### src/rtl/wsscm_pkg.sv
// shared types, constants and codes of the working-set slot cache manager
package wsscm_pkg;

    localparam int ID_DEPTH   = 1024;
    localparam int ID_W       = 10;
    localparam int SLOT_COUNT = 16;
    localparam int SLOT_W     = 4;
    localparam int LIST_DEPTH = 16;
    localparam int LIST_W     = $clog2(LIST_DEPTH);
    localparam int CNT_W      = $clog2(LIST_DEPTH + 1);
    localparam int FCNT_W     = $clog2(SLOT_COUNT + 1);
    localparam int ECNT_W     = 11;
    localparam logic [ECNT_W-1:0] ENTRY_COUNT_RST = ECNT_W'(1024);

    typedef enum logic [1:0] {
        FUNC_FETCH = 2'd0,
        FUNC_READ  = 2'd1,
        FUNC_WRITE = 2'd2,
        FUNC_FLUSH = 2'd3
    } t_func;

    typedef enum logic [2:0] {
        KIND_WB      = 3'd0,
        KIND_READ_IN = 3'd1,
        KIND_HIT     = 3'd2,
        KIND_MISS    = 3'd3,
        KIND_DONE    = 3'd4
    } t_kind;

    typedef enum logic [2:0] {
        ERR_OK         = 3'd0,
        ERR_INVALID_ID = 3'd1,
        ERR_FETCH_FULL = 3'd2,
        ERR_NO_SLOT    = 3'd3,
        ERR_CUR_FULL   = 3'd4
    } t_err;

    typedef struct packed {
        t_func            func;
        logic [ID_W-1:0]  row_id;
        logic             batch_last;
    } t_in_req;

    typedef struct packed {
        t_kind             kind;
        logic [ID_W-1:0]   out_id;
        logic [SLOT_W-1:0] out_slot;
        t_err              error_code;
        logic              last_result;
    } t_out_req;

    // status word of one id
    typedef struct packed {
        logic [SLOT_W-1:0] slot;
        logic              fetch_mark;
        logic              to_remove;
        logic              dirty;
        logic              in_memory;
    } t_status;

    // datapath operations
    typedef enum logic [3:0] {
        OP_NONE,
        OP_CLR_INIT,
        OP_CLR_STEP,
        OP_ACCEPT,
        OP_LOOKUP,
        OP_SKIP,
        OP_FETCH,
        OP_FAIL,
        OP_RD_REM,
        OP_RD_CUR,
        OP_EVICT,
        OP_PH2,
        OP_SPLIT,
        OP_PH3,
        OP_ALLOC,
        OP_DONE
    } t_op;

    // flush emit steps reuse the scan ops with a flag
    typedef struct packed {
        t_op  op;
        t_err err;
        logic fl_emit;
        logic fl_step;
    } t_cmd;

    typedef struct packed {
        t_func   func;
        logic    last;
        logic    id_ok;
        logic    abort;
        t_status st;
        logic    cur_full;
        logic    pend_full;
        logic    free_empty;
        logic    i_lt_rem;
        logic    i_lt_cur;
        logic    i_lt_pend;
        logic    clr_last;
        logic    out_free;
    } t_dp_stat;

endpackage

### src/rtl/wsscm_ctrl.sv
// sequencer for requests, batch end walks, flush and clearing pass
module wsscm_ctrl (
    input  logic                i_clk,
    input  logic                i_rst_n,
    input  logic                i_in_valid,
    output logic                o_in_stall,
    input  wsscm_pkg::t_dp_stat i_stat,
    output wsscm_pkg::t_cmd     o_cmd
);
    import wsscm_pkg::*;

    typedef enum logic [13:0] {
        S_CLR_INIT = 14'h0001,
        S_CLEAR    = 14'h0002,
        S_IDLE     = 14'h0004,
        S_EVAL     = 14'h0008,
        S_EV_RD    = 14'h0010,
        S_EV_CHK   = 14'h0020,
        S_SP_RD    = 14'h0040,
        S_SP_CHK   = 14'h0080,
        S_ALLOC    = 14'h0100,
        S_DONE     = 14'h0200,
        S_FL_RD    = 14'h0400,
        S_FL_CHK   = 14'h0800,
        S_FC_RD    = 14'h1000,
        S_FC_CHK   = 14'h2000
    } t_state;

    t_state r_state, n_state;
    logic   r_flush, n_flush;
    logic   need;

    assign o_in_stall = (r_state != S_IDLE);

    // next state and command
    always_comb begin
        n_state = r_state;
        n_flush = r_flush;
        o_cmd   = '{op: OP_NONE, err: ERR_OK, fl_emit: 1'b0, fl_step: 1'b0};
        need    = 1'b0;
        unique case (r_state)
            S_CLR_INIT: begin
                o_cmd.op = OP_CLR_INIT;
                n_state  = S_CLEAR;
            end
            S_CLEAR: begin
                o_cmd.op = OP_CLR_STEP;
                if (i_stat.clr_last) begin
                    n_state = r_flush ? S_DONE : S_IDLE;
                end
            end
            S_IDLE: begin
                if (i_in_valid) begin
                    o_cmd.op = OP_ACCEPT;
                    n_state  = S_EVAL;
                end
            end
            S_EVAL: begin
                if (i_stat.func == FUNC_FLUSH) begin
                    n_state = S_FL_RD;
                end else if (i_stat.func != FUNC_FETCH) begin
                    if (i_stat.out_free) begin
                        o_cmd.op = OP_LOOKUP;
                        n_state  = S_IDLE;
                    end
                end else if (i_stat.abort) begin
                    o_cmd.op = OP_SKIP;
                    n_state  = S_IDLE;
                end else if (!i_stat.id_ok) begin
                    if (i_stat.out_free) begin
                        o_cmd.op  = OP_FAIL;
                        o_cmd.err = ERR_INVALID_ID;
                        n_state   = S_IDLE;
                    end
                end else if (!i_stat.st.fetch_mark && i_stat.st.in_memory &&
                             i_stat.st.to_remove && i_stat.cur_full) begin
                    if (i_stat.out_free) begin
                        o_cmd.op  = OP_FAIL;
                        o_cmd.err = ERR_CUR_FULL;
                        n_state   = S_IDLE;
                    end
                end else if (!i_stat.st.fetch_mark && !i_stat.st.in_memory &&
                             i_stat.pend_full) begin
                    if (i_stat.out_free) begin
                        o_cmd.op  = OP_FAIL;
                        o_cmd.err = ERR_FETCH_FULL;
                        n_state   = S_IDLE;
                    end
                end else begin
                    o_cmd.op = OP_FETCH;
                    n_state  = i_stat.last ? S_EV_RD : S_IDLE;
                end
            end
            // evict rows still marked for removal
            S_EV_RD: begin
                if (i_stat.i_lt_rem) begin
                    o_cmd.op = OP_RD_REM;
                    n_state  = S_EV_CHK;
                end else begin
                    o_cmd.op = OP_PH2;
                    n_state  = S_SP_RD;
                end
            end
            S_EV_CHK: begin
                need = i_stat.st.to_remove && i_stat.st.dirty;
                if (!need || i_stat.out_free) begin
                    o_cmd.op      = OP_EVICT;
                    o_cmd.fl_emit = need;
                    n_state       = S_EV_RD;
                end
            end
            // split current ids into kept and next removal list
            S_SP_RD: begin
                if (i_stat.i_lt_cur) begin
                    o_cmd.op = OP_RD_CUR;
                    n_state  = S_SP_CHK;
                end else begin
                    o_cmd.op = OP_PH3;
                    n_state  = S_ALLOC;
                end
            end
            S_SP_CHK: begin
                o_cmd.op = OP_SPLIT;
                n_state  = S_SP_RD;
            end
            // slot allocation for new ids
            S_ALLOC: begin
                if (!i_stat.i_lt_pend) begin
                    n_state = S_DONE;
                end else if (i_stat.out_free) begin
                    if (i_stat.free_empty) begin
                        o_cmd.op  = OP_FAIL;
                        o_cmd.err = ERR_NO_SLOT;
                        n_state   = S_IDLE;
                    end else if (i_stat.cur_full) begin
                        o_cmd.op  = OP_FAIL;
                        o_cmd.err = ERR_CUR_FULL;
                        n_state   = S_IDLE;
                    end else begin
                        o_cmd.op = OP_ALLOC;
                    end
                end
            end
            S_DONE: begin
                if (i_stat.out_free) begin
                    o_cmd.op = OP_DONE;
                    n_flush  = 1'b0;
                    n_state  = S_IDLE;
                end
            end
            // flush: write back dirty removal ids, then dirty current ids
            S_FL_RD: begin
                if (i_stat.i_lt_rem) begin
                    o_cmd.op = OP_RD_REM;
                    n_state  = S_FL_CHK;
                end else begin
                    o_cmd.op      = OP_PH3;
                    o_cmd.fl_step = 1'b1;
                    n_state       = S_FC_RD;
                end
            end
            S_FL_CHK: begin
                need = i_stat.st.to_remove && i_stat.st.dirty;
                if (!need || i_stat.out_free) begin
                    o_cmd.op      = OP_EVICT;
                    o_cmd.fl_emit = need;
                    o_cmd.fl_step = 1'b1;
                    n_state       = S_FL_RD;
                end
            end
            S_FC_RD: begin
                if (i_stat.i_lt_cur) begin
                    o_cmd.op = OP_RD_CUR;
                    n_state  = S_FC_CHK;
                end else begin
                    n_flush = 1'b1;
                    n_state = S_CLR_INIT;
                end
            end
            S_FC_CHK: begin
                need = i_stat.st.dirty;
                if (!need || i_stat.out_free) begin
                    o_cmd.op      = OP_SPLIT;
                    o_cmd.fl_emit = need;
                    o_cmd.fl_step = 1'b1;
                    n_state       = S_FC_RD;
                end
            end
            default: begin
                n_state = S_CLR_INIT;
            end
        endcase
    end

    // state registers
    always_ff @(posedge i_clk) begin
        if (!i_rst_n) begin
            r_state <= S_CLR_INIT;
            r_flush <= 1'b0;
        end else begin
            r_state <= n_state;
            r_flush <= n_flush;
        end
    end

endmodule

### config.mk
export PLATFORM = sky130hd
export DESIGN_NAME = wsscm_ctrl
export DESIGN_NICKNAME = d
export VERILOG_FILES = /design/src/rtl/wsscm_pkg.sv /design/src/rtl/wsscm_ctrl.sv
export SDC_FILE = /design/constraint.sdc
export NUM_CORES = 1
export LEC_CHECK = 0
export BUFFER_PORTS_ARGS = -buffer_cell sky130_fd_sc_hd__buf_4
export CAP_MARGIN = 20
export CORE_UTILIZATION = 45
export DETAILED_ROUTE_END_ITERATION = 12
export GPL_TIMING_DRIVEN = 0
export PLACE_DENSITY = 0.8
export SYNTH_ARGS = -nofsm -noshare
export SYNTH_HDL_FRONTEND = slang
export SYNTH_SLANG_ARGS = --single-unit
### constraint.sdc
create_clock -name i_clk -period 2.64 [get_ports i_clk]
set_input_delay 0 -clock i_clk [delete_from_list [all_inputs] [get_ports i_clk]]
set_output_delay 0 -clock i_clk [all_outputs]
set_load 0.01 [all_outputs]
==> impl_metrics.tcl <==
set metrics [dict create \
    outcome "finished with violations" \
    violations "DRC" \
    cts_buffers 3 \
    yosys_warnings 0 \
    synth-simple-area-share 0.504 \
    r2r_start "r_state[0]" \
    critPathLaunchType "register" \
    path_cells "or4_4 -> nor4_4 -> nand2_2 -> or4_4 -> nand4_1 -> buf_4" \
    area_delta_synth_final_pct 28.1 \
    cap_violations 0 \
    min-delay-start "i_stat[4]" \
    crit_slowest_cell "or4_4" \
    cp.depth 6 \
    gp_congestion 0.937 \
    wl_mm 4.14 \
    rows 19 \
    clk_latency_ns 0.30 \
    yosys_register_bits 15 \
    dp_slack_ns 0.126 \
    swShare 0.340 \
    finClkSkew_ns 0.0144 \
    fin_crit_ns 2.60 \
    initial_core_util 0.486 \
    drt_iter0_drc 95 \
    power_switching_w 0.000189 \
    synthMuxAreaShare 0.00729 \
    antenna_found_initial 0 \
    hpwl_mm 3.12 \
    port_buffers 29 \
    final_cell_mix "37 x buf_4, 28 x nor2_1, 19 x nand2_1" \
    setup_viol 0 \
    synth.distinct_cells 48 \
    p_comb_frac 0.310 \
    crit_path_end_kind "output pin" \
    drc 2 \
    yosysSeqAreaShare 0.219 \
    io_pins 34 \
    holdPathStages 3 \
    first_pass_iters 9 \
    rr_worst_depth 7 \
    finalCritPeriodShare 0.984 \
    worst_pin_slew_ns 0.760 \
    postRouteAntennaNets 0 \
    die_area_um2 3280 \
    synth-edff-count 0 \
    grt_max_degree 11 \
    crit_arrival_ns 2.60 \
    die_h_um 57.3 \
    required_ns 2.64 \
    p_seq_frac 0.434 \
    synth_fa_ha_area_frac 0 \
    internal-power_w 0.000367 \
    layout_commonest_cell "buf_4" \
    clock-root-buffer "clkbuf_4" \
    critPathKind "register to output pin" \
    p_leak_nw 0.685 \
    finish.net_count 261 \
    clk_pin_slew_ns 0.11 \
    hold_end "r_state[11]" \
    netlist_area_um2 1370 \
    cts_buffer_depth 2 \
    synthCells 195 \
    core_um2 2830 \
    r2r_slack_ns 0.21 \
    path_delay_family "simple AND/OR/NAND/NOR gates" \
    cp_max_fo 7 \
    async_flop_share 0 \
    gr-usage-all-layers 0.252 \
    r2r_end "r_state[2]" \
    grt_overflow 0 \
    relSlewSlack 0.489 \
    nFillCells 257 \
    num_vias 1674 \
    diodes 0 \
    clock_power_share 0.256 \
    timing.fmax_mhz 385 \
    via_per_inst 6.27 \
    worst_slack_ns 0.0414 \
    cts_sinks 15 \
    path_buf_inv 1 \
    grt_pass1_vias 1442 \
    die_x_um 57.3 \
    syn_nets 219 \
    h-tree-depth 1 \
    p_per_area_nw_per_um2 316 \
    drive_gt1_frac 0.250 \
    grt_pass1_wl_mm 6.56 \
    synth-xor-area-share 0.0128 \
    synth_area_per_cell_um2 7.05 \
    rsz0062_at_grt "yes" \
    slew_violations 0 \
    critical_path.max_stage_delay_ns 0.61 \
    tns_ns 0 \
    crit_top_cell "or4_4" \
    synth-compound-area-share 0.216 \
    wl_per_cell_um 15.5 \
    hold_path.class "input port to register" \
    hold_viol 0 \
    synth_top_family_by_area "simple AND/OR/NAND/NOR gates" \
    ir_worst_vdd_uv 204 \
    synth-main-ff-cell "dfxtp_1" \
    cts_tree "built" \
]
-- Yosys cell counts (2+ instances only) --
master / number / area (µm²)
and3_1: 3 / 18.8
nand2_1: 20 / 75.1
a21oi_1: 12 / 60.1
a22oi_1: 3 / 22.5
o21ai_0: 10 / 50.1
nand3_1: 7 / 35.0
nor3_1: 7 / 35.0
nor2b_1: 9 / 56.3
nand2b_1: 4 / 25.0
or2_2: 2 / 12.5
nand4_1: 5 / 31.3
nor4_1: 6 / 37.5
o21a_1: 2 / 15.0
and2_1: 3 / 18.8
nand4b_1: 3 / 26.3
nand3b_1: 3 / 22.5
nor4_4: 2 / 42.5
nor2_1: 28 / 105
clkbuf_1: 4 / 15.0
or3_1: 2 / 12.5
or4b_2: 2 / 20.0
dfxtp_1: 15 / 300
o2111ai_1: 2 / 17.5
inv_1: 7 / 26.3
xor2_1: 2 / 17.5
a32oi_1: 2 / 17.5
a211oi_1: 3 / 22.5
nor4b_1: 5 / 43.8
or4_1: 3 / 22.5
-- power by group through the flow --
stage	Clock (W)	Sequential, W	Combinational [W]
CTS	0.000146	0.000242	0.000167
floorplan	0	0.000244	0.0000993
finish	0.000142	0.000242	0.000173
global placement	0	0.000247	0.000161
detailed placement	0	0.000247	0.000161
global route	0.000150	0.000244	0.000186
-- kinds of logic after synthesis --
kind of cell,after synthesis
XOR/XNOR,2
multiplexers,1
buffers and inverters,13
flip-flops,15
AO/OA/AOI/OAI,45
AND/OR/NAND/NOR,119
-- worst reg2reg max path: cells and delay by family (launching register included) --
| family | cells | cell delay (ns) |
|---|---|---|
| and+or+nand+nor | 3 | 1.22 |
| buffers and inverters | 1 | 0.24 |
| DFF | 1 | 0.37 |
| AOI/OAI and AO/OA | 3 | 0.52 |
-- registers in the layout, summed over array words and instances (netlist names) --
signal	cells
r_flush	1
r_state	14
-- metrics by stage --
stage          total power, W  std cells   util  hold WS [ns]  area [µm²]
6_report             0.000557        267  0.622        0.0390        1760
5_1_grt              0.000580        267  0.622        0.0800        1760
4_1_cts              0.000555        262  0.597        0.0204        1690
3_5_place_dp         0.000409        255  0.576         0.226        1630
3_3_place_gp         0.000407        255  0.576         0.216        1630
2_1_floorplan        0.000344        195      -        0.0718        1370
-- worst max-delay path by stage --
stage / from / slack (ns) / end
after floorplan: r_state[6] / 0.44 / r_state[2]
after global placement: r_state[0] / 0.16 / r_state[2]
after detailed placement: r_state[0] / 0.13 / r_state[2]
after CTS: r_state[7] / 0.009 / o_cmd[5]
after global routing: r_state[5] / -0.02 / o_cmd[5]
final: r_state[13] / 0.04 / o_cmd[5]
-- metal layers --
layer / vias up / global-route usage / wire [µm]
met4: 0 / 0.0836 / 103
met5: - / 0 / 0
met1: 756 / 0.369 / 1800
met2: 85 / 0.382 / 1840
met3: 12 / 0.0317 / 393
li1: 821 / - / -
-- area by class of cell --
type | instances | area (µm²) | area share
well taps | 31 | 38.8 | 0.0220
flip-flops and latches | 15 | 305 | 0.173
plain buffers | 3 | 11.3 | 0.00640
repair buffers | 40 | 308 | 0.175
clock buffers | 4 | 26.3 | 0.0149
inverters | 7 | 26.3 | 0.0149
multi-input cells | 167 | 1040 | 0.593
-- what timing repair did --
item / 4_1_cts / 5_1_grt
hold buffers: 3 / 0
resized for setup: 1 / 9
pin swaps: 1 / 5
setup endpoints to repair: 1 / 14
hold endpoints to repair: 5 / 0
setup buffers: 0 / 8
(Power assumes the default switching activity.)
